[src/crr_pkg.sv]
// ----------------------------------------------------------------------------
// Caesar request responder package
// Shared types, codes and small arithmetic helpers for the responder core.
// ----------------------------------------------------------------------------
package crr_pkg;

    // Result kinds.
    typedef enum logic {
        KIND_BYTE    = 1'b0,
        KIND_SUMMARY = 1'b1
    } crr_kind_t;

    // Summary status codes.
    typedef enum logic [1:0] {
        STATUS_OK            = 2'd0,
        STATUS_BAD_OP        = 2'd1,
        STATUS_CSUM_MISMATCH = 2'd2,
        STATUS_BAD_LENGTH    = 2'd3
    } crr_status_t;

    // Operation codes carried in the first header byte.
    localparam logic [7:0] OP_ENCODE = 8'd0;
    localparam logic [7:0] OP_DECODE = 8'd1;

    // Header byte positions.
    localparam logic [2:0] HDR_OP      = 3'd0;
    localparam logic [2:0] HDR_SHIFT   = 3'd1;
    localparam logic [2:0] HDR_CSUM_HI = 3'd2;
    localparam logic [2:0] HDR_CSUM_LO = 3'd3;
    localparam logic [2:0] HDR_LEN_0   = 3'd4;
    localparam logic [2:0] HDR_LEN_1   = 3'd5;
    localparam logic [2:0] HDR_LEN_2   = 3'd6;
    localparam logic [2:0] HDR_LEN_3   = 3'd7;

    // Header counter value meaning the payload phase.
    localparam logic [3:0] HDR_PAYLOAD = 4'd8;

    localparam logic [31:0] HEADER_BYTES       = 32'd8;
    localparam logic [31:0] MAX_LENGTH_DEFAULT = 32'd10000000;

    localparam logic [7:0] CHAR_UPPER_A = 8'h41;
    localparam logic [7:0] CHAR_UPPER_Z = 8'h5A;
    localparam logic [7:0] CHAR_LOWER_A = 8'h61;
    localparam logic [7:0] CHAR_LOWER_Z = 8'h7A;
    localparam logic [7:0] CASE_OFFSET  = 8'd32;
    localparam logic [5:0] ALPHABET     = 6'd26;

    typedef struct packed {
        crr_kind_t   kind;
        logic [7:0]  data;
        crr_status_t status;
        logic [15:0] checksum;
        logic        last;
    } crr_result_t;

    // Up to two results produced by one accepted byte.
    typedef struct packed {
        logic        first_valid;
        logic        second_valid;
        crr_result_t first;
        crr_result_t second;
    } crr_push_t;

    // 16-bit one's-complement addition with end-around carry.
    function automatic logic [15:0] oc_add(input logic [15:0] a, input logic [15:0] b);
        logic [16:0] s;
        s = {1'b0, a} + {1'b0, b};
        return s[15:0] + {15'd0, s[16]};
    endfunction

    // Lowercase, then rotate letters by key. A key of zero passes the byte through.
    function automatic logic [7:0] rotate_byte(input logic [7:0] b, input logic [4:0] key);
        logic [7:0] lower;
        logic [7:0] offset;
        logic [5:0] sum;
        logic [7:0] result;
        lower  = ((b >= CHAR_UPPER_A) && (b <= CHAR_UPPER_Z)) ? (b + CASE_OFFSET) : b;
        offset = lower - CHAR_LOWER_A;
        sum    = {1'b0, offset[4:0]} + {1'b0, key};
        if (sum >= ALPHABET)
        begin
            sum = sum - ALPHABET;
        end
        result = lower;
        if ((lower >= CHAR_LOWER_A) && (lower <= CHAR_LOWER_Z))
        begin
            result = CHAR_LOWER_A + {2'b00, sum};
        end
        if (key == 5'd0)
        begin
            result = b;
        end
        return result;
    endfunction

    // Signed shift taken modulo 26 into 0..25; decode uses 26 minus that.
    // The shift is biased by 130 (five alphabets) so the value is positive,
    // then divided by 26 through a reciprocal that may fall one short.
    function automatic logic [4:0] shift_key(input logic [7:0] shift, input logic decode);
        logic [8:0]  v;
        logic [17:0] prod;
        logic [8:0]  q;
        logic [8:0]  r;
        logic [4:0]  m;
        v    = shift[7] ? ({1'b0, shift} - 9'd126) : ({1'b0, shift} + 9'd130);
        prod = {9'd0, v} * 18'd315;
        q    = {4'd0, prod[17:13]};
        r    = v - (q * 9'd26);
        if (r >= {3'd0, ALPHABET})
        begin
            r = r - {3'd0, ALPHABET};
        end
        m = r[4:0];
        return decode ? (ALPHABET[4:0] - m) : m;
    endfunction

    // End-of-message summary from the final sums.
    function automatic crr_result_t make_finish(input logic [15:0] req_sum,
                                                input logic [15:0] resp_sum,
                                                input logic [15:0] received);
        crr_result_t res;
        res.kind     = KIND_SUMMARY;
        res.data     = 8'd0;
        res.last     = 1'b1;
        if (~req_sum != received)
        begin
            res.status   = STATUS_CSUM_MISMATCH;
            res.checksum = 16'd0;
        end
        else
        begin
            res.status   = STATUS_OK;
            res.checksum = ~resp_sum;
        end
        return res;
    endfunction

    function automatic crr_result_t make_error(input crr_status_t status);
        crr_result_t res;
        res.kind     = KIND_SUMMARY;
        res.data     = 8'd0;
        res.status   = status;
        res.checksum = 16'd0;
        res.last     = 1'b1;
        return res;
    endfunction

endpackage

[src/crr_engine.sv]
// ----------------------------------------------------------------------------
// Caesar request responder engine
// Header parser, Caesar transform and checksum accumulators; one byte a cycle.
// ----------------------------------------------------------------------------
module crr_engine (
    input  logic              clk,
    input  logic              rst_n,
    input  logic              take,
    input  logic [7:0]        request_byte,
    input  logic [31:0]       max_message_length,
    output crr_pkg::crr_push_t push
);
    import crr_pkg::*;

    logic [3:0]  header_count_reg, header_count_next;
    logic [7:0]  op_code_reg, op_code_next;
    logic [4:0]  caesar_key_reg, caesar_key_next;
    logic [15:0] received_checksum_reg, received_checksum_next;
    logic [23:0] length_reg, length_next;
    logic [31:0] bytes_remaining_reg, bytes_remaining_next;
    logic [15:0] request_sum_reg, request_sum_next;
    logic [15:0] response_sum_reg, response_sum_next;
    logic [7:0]  held_request_reg, held_request_next;
    logic [7:0]  held_response_reg, held_response_next;
    logic        odd_phase_reg, odd_phase_next;

    logic [7:0]  rotated;
    logic [15:0] word_req;
    logic [15:0] word_resp;
    logic [15:0] add_req;
    logic [15:0] add_resp;
    logic [31:0] full_length;
    logic [15:0] header_sum;
    logic        final_byte;

    assign rotated     = rotate_byte(request_byte, caesar_key_reg);
    // An odd final byte is the high half of a word whose low half is zero.
    assign word_req    = odd_phase_reg ? {held_request_reg, request_byte} : {request_byte, 8'd0};
    assign word_resp   = odd_phase_reg ? {held_response_reg, rotated} : {rotated, 8'd0};
    assign add_req     = oc_add(request_sum_reg, word_req);
    assign add_resp    = oc_add(response_sum_reg, word_resp);
    assign full_length = {length_reg, request_byte};
    assign header_sum  = oc_add(request_sum_reg, {length_reg[7:0], request_byte});
    assign final_byte  = (bytes_remaining_reg == 32'd1);

    always_comb
    begin
        header_count_next      = header_count_reg;
        op_code_next           = op_code_reg;
        caesar_key_next        = caesar_key_reg;
        received_checksum_next = received_checksum_reg;
        length_next            = length_reg;
        bytes_remaining_next   = bytes_remaining_reg;
        request_sum_next       = request_sum_reg;
        response_sum_next      = response_sum_reg;
        held_request_next      = held_request_reg;
        held_response_next     = held_response_reg;
        odd_phase_next         = odd_phase_reg;
        push                   = '0;

        if (take)
        begin
            if (header_count_reg[3])
            begin
                push.first_valid     = 1'b1;
                push.first.kind      = KIND_BYTE;
                push.first.data      = rotated;
                push.first.status    = STATUS_OK;
                push.first.checksum  = 16'd0;
                push.first.last      = ~final_byte;
                bytes_remaining_next = bytes_remaining_reg - 32'd1;
                if (final_byte)
                begin
                    push.second_valid = 1'b1;
                    push.second       = make_finish(add_req, add_resp, received_checksum_reg);
                    header_count_next = 4'd0;
                    odd_phase_next    = 1'b0;
                end
                else if (odd_phase_reg)
                begin
                    request_sum_next  = add_req;
                    response_sum_next = add_resp;
                    odd_phase_next    = 1'b0;
                end
                else
                begin
                    held_request_next  = request_byte;
                    held_response_next = rotated;
                    odd_phase_next     = 1'b1;
                end
            end
            else
            begin
                header_count_next = header_count_reg + 4'd1;
                unique case (header_count_reg[2:0])
                    HDR_OP:
                    begin
                        op_code_next = request_byte;
                    end
                    HDR_SHIFT:
                    begin
                        caesar_key_next  = shift_key(request_byte, op_code_reg == OP_DECODE);
                        request_sum_next = {op_code_reg, request_byte};
                    end
                    HDR_CSUM_HI:
                    begin
                        received_checksum_next = {request_byte, 8'd0};
                    end
                    HDR_CSUM_LO:
                    begin
                        received_checksum_next = {received_checksum_reg[15:8], request_byte};
                    end
                    HDR_LEN_0:
                    begin
                        length_next = {16'd0, request_byte};
                    end
                    HDR_LEN_1:
                    begin
                        length_next      = {length_reg[15:0], request_byte};
                        request_sum_next = oc_add(request_sum_reg,
                                                  {length_reg[7:0], request_byte});
                    end
                    HDR_LEN_2:
                    begin
                        length_next = {length_reg[15:0], request_byte};
                    end
                    HDR_LEN_3:
                    begin
                        header_count_next = 4'd0;
                        priority if ((op_code_reg != OP_ENCODE) && (op_code_reg != OP_DECODE))
                        begin
                            push.first_valid = 1'b1;
                            push.first       = make_error(STATUS_BAD_OP);
                        end
                        else if ((full_length < HEADER_BYTES)
                                 || (full_length > max_message_length))
                        begin
                            push.first_valid = 1'b1;
                            push.first       = make_error(STATUS_BAD_LENGTH);
                        end
                        else if (full_length == HEADER_BYTES)
                        begin
                            push.first_valid     = 1'b1;
                            push.first           = make_finish(header_sum, header_sum,
                                                               received_checksum_reg);
                            bytes_remaining_next = 32'd0;
                            odd_phase_next       = 1'b0;
                        end
                        else
                        begin
                            header_count_next    = HDR_PAYLOAD;
                            bytes_remaining_next = full_length - HEADER_BYTES;
                            request_sum_next     = header_sum;
                            response_sum_next    = header_sum;
                            held_request_next    = 8'd0;
                            held_response_next   = 8'd0;
                            odd_phase_next       = 1'b0;
                        end
                    end
                    default:
                    begin
                        header_count_next = header_count_reg;
                    end
                endcase
            end
        end
    end

    always_ff @(posedge clk or negedge rst_n)
    begin
        if (!rst_n)
        begin
            header_count_reg      <= 4'd0;
            op_code_reg           <= 8'd0;
            caesar_key_reg        <= 5'd0;
            received_checksum_reg <= 16'd0;
            length_reg            <= 24'd0;
            bytes_remaining_reg   <= 32'd0;
            request_sum_reg       <= 16'd0;
            response_sum_reg      <= 16'd0;
            held_request_reg      <= 8'd0;
            held_response_reg     <= 8'd0;
            odd_phase_reg         <= 1'b0;
        end
        else
        begin
            header_count_reg      <= header_count_next;
            op_code_reg           <= op_code_next;
            caesar_key_reg        <= caesar_key_next;
            received_checksum_reg <= received_checksum_next;
            length_reg            <= length_next;
            bytes_remaining_reg   <= bytes_remaining_next;
            request_sum_reg       <= request_sum_next;
            response_sum_reg      <= response_sum_next;
            held_request_reg      <= held_request_next;
            held_response_reg     <= held_response_next;
            odd_phase_reg         <= odd_phase_next;
        end
    end

endmodule

[src/crr_result_fifo.sv]
// ----------------------------------------------------------------------------
// Caesar request responder result queue
// Small register queue taking up to two results a cycle and giving one.
// ----------------------------------------------------------------------------
module crr_result_fifo #(
    parameter int DEPTH = 4
) (
    input  logic                 clk,
    input  logic                 rst_n,
    input  crr_pkg::crr_push_t   push,
    output logic                 pair_stall,
    output logic                 out_valid,
    input  logic                 out_stall,
    output crr_pkg::crr_result_t out_result
);
    import crr_pkg::*;

    localparam int AW = $clog2(DEPTH);

    crr_result_t    mem_reg [DEPTH];
    logic [AW-1:0]  wr_ptr_reg, wr_ptr_next;
    logic [AW-1:0]  rd_ptr_reg, rd_ptr_next;
    logic [AW:0]    count_reg, count_next;
    logic           pop;

    // Stall the producer unless two entries are free.
    assign pair_stall = (count_reg > (AW+1)'(DEPTH - 2));
    assign out_valid  = (count_reg != '0);
    assign out_result = mem_reg[rd_ptr_reg];
    assign pop        = out_valid && !out_stall;

    always_comb
    begin
        wr_ptr_next = wr_ptr_reg + {{(AW-1){1'b0}}, push.first_valid}
                                 + {{(AW-1){1'b0}}, push.second_valid};
        rd_ptr_next = rd_ptr_reg + {{(AW-1){1'b0}}, pop};
        count_next  = count_reg + {{AW{1'b0}}, push.first_valid}
                                + {{AW{1'b0}}, push.second_valid}
                                - {{AW{1'b0}}, pop};
    end

    always_ff @(posedge clk)
    begin
        if (push.first_valid)
        begin
            mem_reg[wr_ptr_reg] <= push.first;
        end
        if (push.second_valid)
        begin
            mem_reg[wr_ptr_reg + {{(AW-1){1'b0}}, 1'b1}] <= push.second;
        end
    end

    always_ff @(posedge clk or negedge rst_n)
    begin
        if (!rst_n)
        begin
            wr_ptr_reg <= '0;
            rd_ptr_reg <= '0;
            count_reg  <= '0;
        end
        else
        begin
            wr_ptr_reg <= wr_ptr_next;
            rd_ptr_reg <= rd_ptr_next;
            count_reg  <= count_next;
        end
    end

endmodule

[src/caesar_request_responder_core.sv]
// ----------------------------------------------------------------------------
// Caesar request responder core
// Parses request headers, Caesar-transforms the payload and reports checksums.
// ----------------------------------------------------------------------------
// The core accepts one request byte per clock cycle. Each request opens with
// an eight-byte header (op, signed shift, big-endian checksum, big-endian
// 32-bit total length); every payload byte is returned at once as a
// transformed byte result, and the last payload byte is followed by a summary
// result carrying the status and the response checksum. A header with a bad
// op or a bad length produces a summary as soon as its last byte arrives. Each
// byte is handled combinationally by the engine and its results are written
// straight into a small result queue, which gives one result transfer per
// cycle unless the receiver stalls; a result is offered from the queue's
// registers once the results ahead of it have gone. Input is taken in every
// cycle in which the queue has two free entries; a message with N payload
// bytes gives N + 1 results. When the results are drained every cycle the
// queue never holds more than two entries and the input side never stalls;
// it stalls only while fewer than two entries are free. The max_message_length
// register resets to 10000000 and must only be written while the core is idle.
// ----------------------------------------------------------------------------
module caesar_request_responder_core #(
    // Result queue depth: a power of two, at least four.
    parameter int FIFO_DEPTH = 4
) (
    input  logic        clk,
    input  logic        rst_n,

    input  logic        cfg_write_en,
    input  logic [31:0] cfg_write_data,

    input  logic        in_valid,
    output logic        in_stall,
    input  logic [7:0]  request_byte,

    output logic        out_valid,
    input  logic        out_stall,
    output logic        out_kind,
    output logic [7:0]  out_byte,
    output logic [1:0]  out_status,
    output logic [15:0] out_checksum,
    output logic        out_last
);
    import crr_pkg::*;

    logic [31:0] max_length_reg, max_length_next;
    logic        take;
    crr_push_t   push;
    crr_result_t result;

    // The single configuration register; written whenever the enable is high.
    assign max_length_next = cfg_write_en ? cfg_write_data : max_length_reg;

    always_ff @(posedge clk or negedge rst_n)
    begin
        if (!rst_n)
        begin
            max_length_reg <= MAX_LENGTH_DEFAULT;
        end
        else
        begin
            max_length_reg <= max_length_next;
        end
    end

    // A byte transfer completes when the queue can take both possible results.
    assign take = in_valid && !in_stall;

    crr_engine u_engine (
        .clk                (clk),
        .rst_n              (rst_n),
        .take               (take),
        .request_byte       (request_byte),
        .max_message_length (max_length_reg),
        .push               (push)
    );

    crr_result_fifo #(
        .DEPTH (FIFO_DEPTH)
    ) u_result_fifo (
        .clk        (clk),
        .rst_n      (rst_n),
        .push       (push),
        .pair_stall (in_stall),
        .out_valid  (out_valid),
        .out_stall  (out_stall),
        .out_result (result)
    );

    assign out_kind     = result.kind;
    assign out_byte     = result.data;
    assign out_status   = result.status;
    assign out_checksum = result.checksum;
    assign out_last     = result.last;

    // The engine only produces results for a byte it has actually accepted.
    a_push_needs_take: assert property (@(posedge clk) disable iff (!rst_n)
        (push.first_valid || push.second_valid) |-> take)
        else $error("results pushed without an accepted byte");

    // A second result is always the summary following a final payload byte.
    a_second_is_summary: assert property (@(posedge clk) disable iff (!rst_n)
        push.second_valid |-> (push.first_valid && push.first.kind == KIND_BYTE
                               && !push.first.last && push.second.kind == KIND_SUMMARY))
        else $error("malformed result pair");

    // A summary always closes the results of its byte.
    a_summary_last: assert property (@(posedge clk) disable iff (!rst_n)
        (out_valid && out_kind == KIND_SUMMARY) |-> out_last)
        else $error("summary without last flag");

    // A failing status never reports a response checksum.
    a_error_no_checksum: assert property (@(posedge clk) disable iff (!rst_n)
        (out_valid && out_status != STATUS_OK) |-> (out_checksum == 16'd0))
        else $error("checksum reported with failing status");

endmodule

[config.mk]
export PLATFORM = sky130hd
export DESIGN_NAME = caesar_request_responder_core
export DESIGN_NICKNAME = d
export VERILOG_FILES = /design/src/crr_pkg.sv /design/src/crr_engine.sv /design/src/crr_result_fifo.sv /design/src/caesar_request_responder_core.sv
export SDC_FILE = /design/constraint.sdc
export NUM_CORES = 1
export LEC_CHECK = 0
export BUFFER_PORTS_ARGS = -buffer_cell sky130_fd_sc_hd__buf_2
export CAP_MARGIN = 20
export CORE_ASPECT_RATIO = 1.1
export CORE_MARGIN = 2
export CORE_UTILIZATION = 52
export DETAILED_ROUTE_END_ITERATION = 10
export HOLD_SLACK_MARGIN = 0.06
export PLACE_DENSITY = 0.7
export SLEW_MARGIN = 0
export SYNTH_ARGS = -nofsm -noshare
export SYNTH_HDL_FRONTEND = slang
export SYNTH_SLANG_ARGS = --single-unit
[constraint.sdc]
create_clock -name clk -period 9.9 [get_ports clk]
set_clock_uncertainty 0.2 [all_clocks]
set_input_delay 1.98 -clock clk [delete_from_list [all_inputs] [get_ports clk]]
set_output_delay 1.98 -clock clk [all_outputs]
set_load 0.02 [all_outputs]
==> key figures <==
Detailed routing
  – Drt total wl: 63,740 µm
  – Vias per cell: 6.162
  – WL/cell: 20.71 µm
  – DRC viols: 0
  – Post-route ant nets: 0
  – Vias: 18,970
  – 1st-pass router iterations: 6
  – First-iteration detailed-routing DRC count: 1,403

Cells and area
  – Area occupied by multi-input gates: 13,840 µm²
  – # nets final: 2,739
  – Diodes inserted: 0
  – Layout cells sized above 1: 16.29%
  – Area Growth Syn to Fin: 12.27%
  – Reg area: 7446 µm²
  – Largest register FFs: 112
  – Fillers: 3,660

STA
  – FMAX: 105.9 MHz
  – RSZ-0062 raised after global routing: no
  – Hold Fails Final Rpt: 0
  – Setup TNS: 0 ps
  – Period utilization: 95.38%
  – Slew margin rel.: 30.88%
  – Final slew viol count: 0
  – Min Tclk post-route: 9442 ps
  – Final hold slack: 260.0 ps
  – Final setup fails: 0
  – Fin worst setup slack: 457.8 ps
  – Slew @ Worst Pin: 1037 ps

Synth
  – Yosys top cell area share: 19.07%
  – Avg Cell Area, Syn: 9.353 µm²
  – Top FF cell, synth: dfrtp_1
  – Syn. warnings: 0
  – Largest cells by area after synthesis: dfrtp_1 19%, edfxtp_1 10%, ha_1 9.9%
  – Number of flops mapped to enable cells by yosys: 76
  – Seq/Total Area, Yosys: 33.56%
  – Synth area leader: dfrtp_1
  – Mapped cell area: 22,180 µm²
  – Distinct cells, synth: 115
  – Async set-reset flop share out of synthesis: 61.25%
  – #FFs+latches synth: 289
  – Syn Nets: 2,623
  – Syn Inst Count: 2,371

Clock network
  – # clock sinks: 289
  – Clock insertion delay at the later pin of the skew report: 580 ps
  – Root buf cell: clkbuf_16
  – TritonCTS Buffers: 30
  – Clock transition at path regs: 60 ps
  – Cts hold-fix bufs: 0
  – Htree depth: 1
  – CTS max path bufs: 3
  – CTS tree: built

Die
  – CORE AREA: 42,210 µm²
  – Row Count: 79
  – Starting Density: 52.54%
  – Die height: 220.6 µm
  – # IOs: 75
  – Die width: 200.9 µm
  – Full die area: 44,320 µm²

Worst setup path
  – CP Data Arrival Time: 9700 ps
  – CP max stage cell: fa_1
  – Kind of critical path: input port to flip-flop
  – CP peak stage delay: 540 ps
  – Most used cell, CP: fa_1
  – CP required: 10,160 ps
  – Critical Path Sink Type: flip-flop
  – Startpoint Class: input port
  – Cell family with most CP delay: adder cells
  – CP Buf/Inv Count: 8
  – CP Max Fanout: 7

Power and ir drop
  – PwrDens: 332.8 nW/µm²
  – Flop pwr share: 22.1%
  – Clk pwr share: 14.1%
  – Net Switching: 3826 µW
  – Int Pwr: 4459 µW
  – Leakage: 0.01068 µW
  – Peak VDD IR: 0.3487 mV
  – Net Sw Frac: 46.18%
  – Power share of the combinational group: 63.7%

Job
  – Max-Cap Viols: 0

Placed design
  – Post-DP HPWL: 47,690 µm
  – Port-buffer cells: 74
  – Final Wtd Congestion: 0.9200
  – DP Worst Slack: -437.9 ps

GRT
  – Total gr overflow: 0
  – Largest net degree at the start of global routing: 73
  – Gr usage total: 28.66%
  – Initial antenna violation count: 0
  – Global-route wire length before repair: 101,700 µm
  – Vias in the first global route: 18,550

Hold path
  – Hold WC Path Type: flip-flop to flip-flop

Status
  – Outcome: finished clean
## metal layers
layer / up-vias / GRT usage, % / share of wire (%)
met5: - / 0 / 0
met2: 652 / 50.50 / 49
li1: 8925 / - / -
met1: 9267 / 37.18 / 42
met3: 124 / 2.356 / 5.3
met4: 0 / 10.35 / 3.4
## area by class of cell
type	count	area share [%]
clock inverters	8	0.3618
multi-input cells	1813	55.58
repair buffers	192	5.156
well taps	567	2.850
inverters	161	2.442
flip-flops and latches	289	29.91
clock buffers	48	3.699
## per-stage QoR
| stage | util [%] | instances | cell area, µm² | total power [µW] |
|---|---|---|---|---|
| 2_1_floorplan | - | 2371 | 22220 | 5458 |
| 6_report | 58.99 | 3078 | 24900 | 8285 |
| 4_1_cts | 58.59 | 3075 | 24730 | 8140 |
| 3_3_place_gp | 56.19 | 3019 | 23720 | 6781 |
| 5_1_grt | 58.99 | 3078 | 24900 | 8907 |
| 3_5_place_dp | 56.19 | 3019 | 23720 | 6938 |
## worst reg2reg max path: cells and delay by family (launching register included)
kind | cells | cell delay, ps
and+or+nand+nor | 10 | 2450
xor gates and xnor gates | 2 | 380
AOI/OAI and AO/OA | 11 | 2090
DFF | 1 | 370
muxes | 2 | 590
buffers and inverters | 2 | 130
adders and majority gates | 5 | 1170
## Yosys cell counts (all sizes together) (9+ instances only)
cell / n
nand2: 210
o21ai: 196
ha: 176
dfrtp: 169
inv: 158
nor2: 137
a21oi: 114
xnor2: 103
clkbuf: 76
edfxtp: 76
nand3: 74
o22ai: 73
nor3: 71
xor2: 48
mux2: 44
dfxtp: 36
a21o: 35
buf: 32
fa: 31
nand4: 30
a211oi: 29
and2: 29
mux4: 28
a22o: 23
nand2b: 22
or3: 22
mux2i: 21
nor4: 21
o31ai: 19
or2: 19
nor2b: 17
o21a: 16
a2111oi: 15
and3: 14
o21bai: 14
o211ai: 13
or4: 13
a221o: 12
a211o: 10
a31oi: 10
nor3b: 9
xnor3: 9
## kinds of logic after synthesis
kind of cell | share of synthesized area, %
muxes | 6.178
and+or+nand+nor | 16.26
xor gates and xnor gates | 6.912
buffers and inverters | 4.897
DFF | 33.56
adders and majority gates | 12.73
AOI/OAI and AO/OA | 19.47
## worst paths after layout
check	from	endpoint	slack, ps	cells after the start
worst max-delay path	request_byte[5]	u_engine.caesar_key_reg[4]$_DFFE_PN0P_	460	35
worst min-delay path	u_result_fifo.mem_reg[3][21]$_SDFFE_PP0P_	u_result_fifo.mem_reg[3][21]$_SDFFE_PP0P_	260	2
worst max register to register	u_engine.caesar_key_reg[0]$_DFFE_PN0P_	u_engine.response_sum_reg[14]$_DFFE_PN0P_	2420	32
worst min register to register	u_result_fifo.mem_reg[3][21]$_SDFFE_PP0P_	u_result_fifo.mem_reg[3][21]$_SDFFE_PP0P_	260	2
max in group asynchronous	rst_n	u_engine.header_count_reg[3]$_DFFE_PN0P_	6300	3
min in group asynchronous	rst_n	u_result_fifo.count_reg[0]$_DFF_PN0_	1180	1
## power groups by stage
stage | Sequential (µW) | Combinational (µW) | Clock, µW
floorplan | 1680 | 3780 | 0
global placement | 1830 | 4950 | 0
detailed placement | 1840 | 5100 | 0
CTS | 1820 | 5130 | 1190
global route | 1860 | 5810 | 1230
finish | 1830 | 5280 | 1170
## cell usage in the layout (no fill, tap or decap), types with 31 or more instances in the layout
cell and instances:
edfxtp_1 76, o21ai_0 170, buf_2 69, ha_1 170, a21o_1 34, a21oi_1 112
o22ai_1 62, xor2_1 46, nor3_1 69, nand3_1 73, buf_4 119, dfrtp_1 168
nor2_1 132, fa_1 31, xnor2_1 100, dfxtp_1 36, nand2_1 208, inv_1 153
clkbuf_16 32
## timing repair
| item | CTS | global route |
|---|---|---|
| setup endpoints to repair | 0 | 4 |
| resized for setup | 0 | 33 |
| buffers inserted | 0 | 1 |
Power figures use the tool's default switching activity.
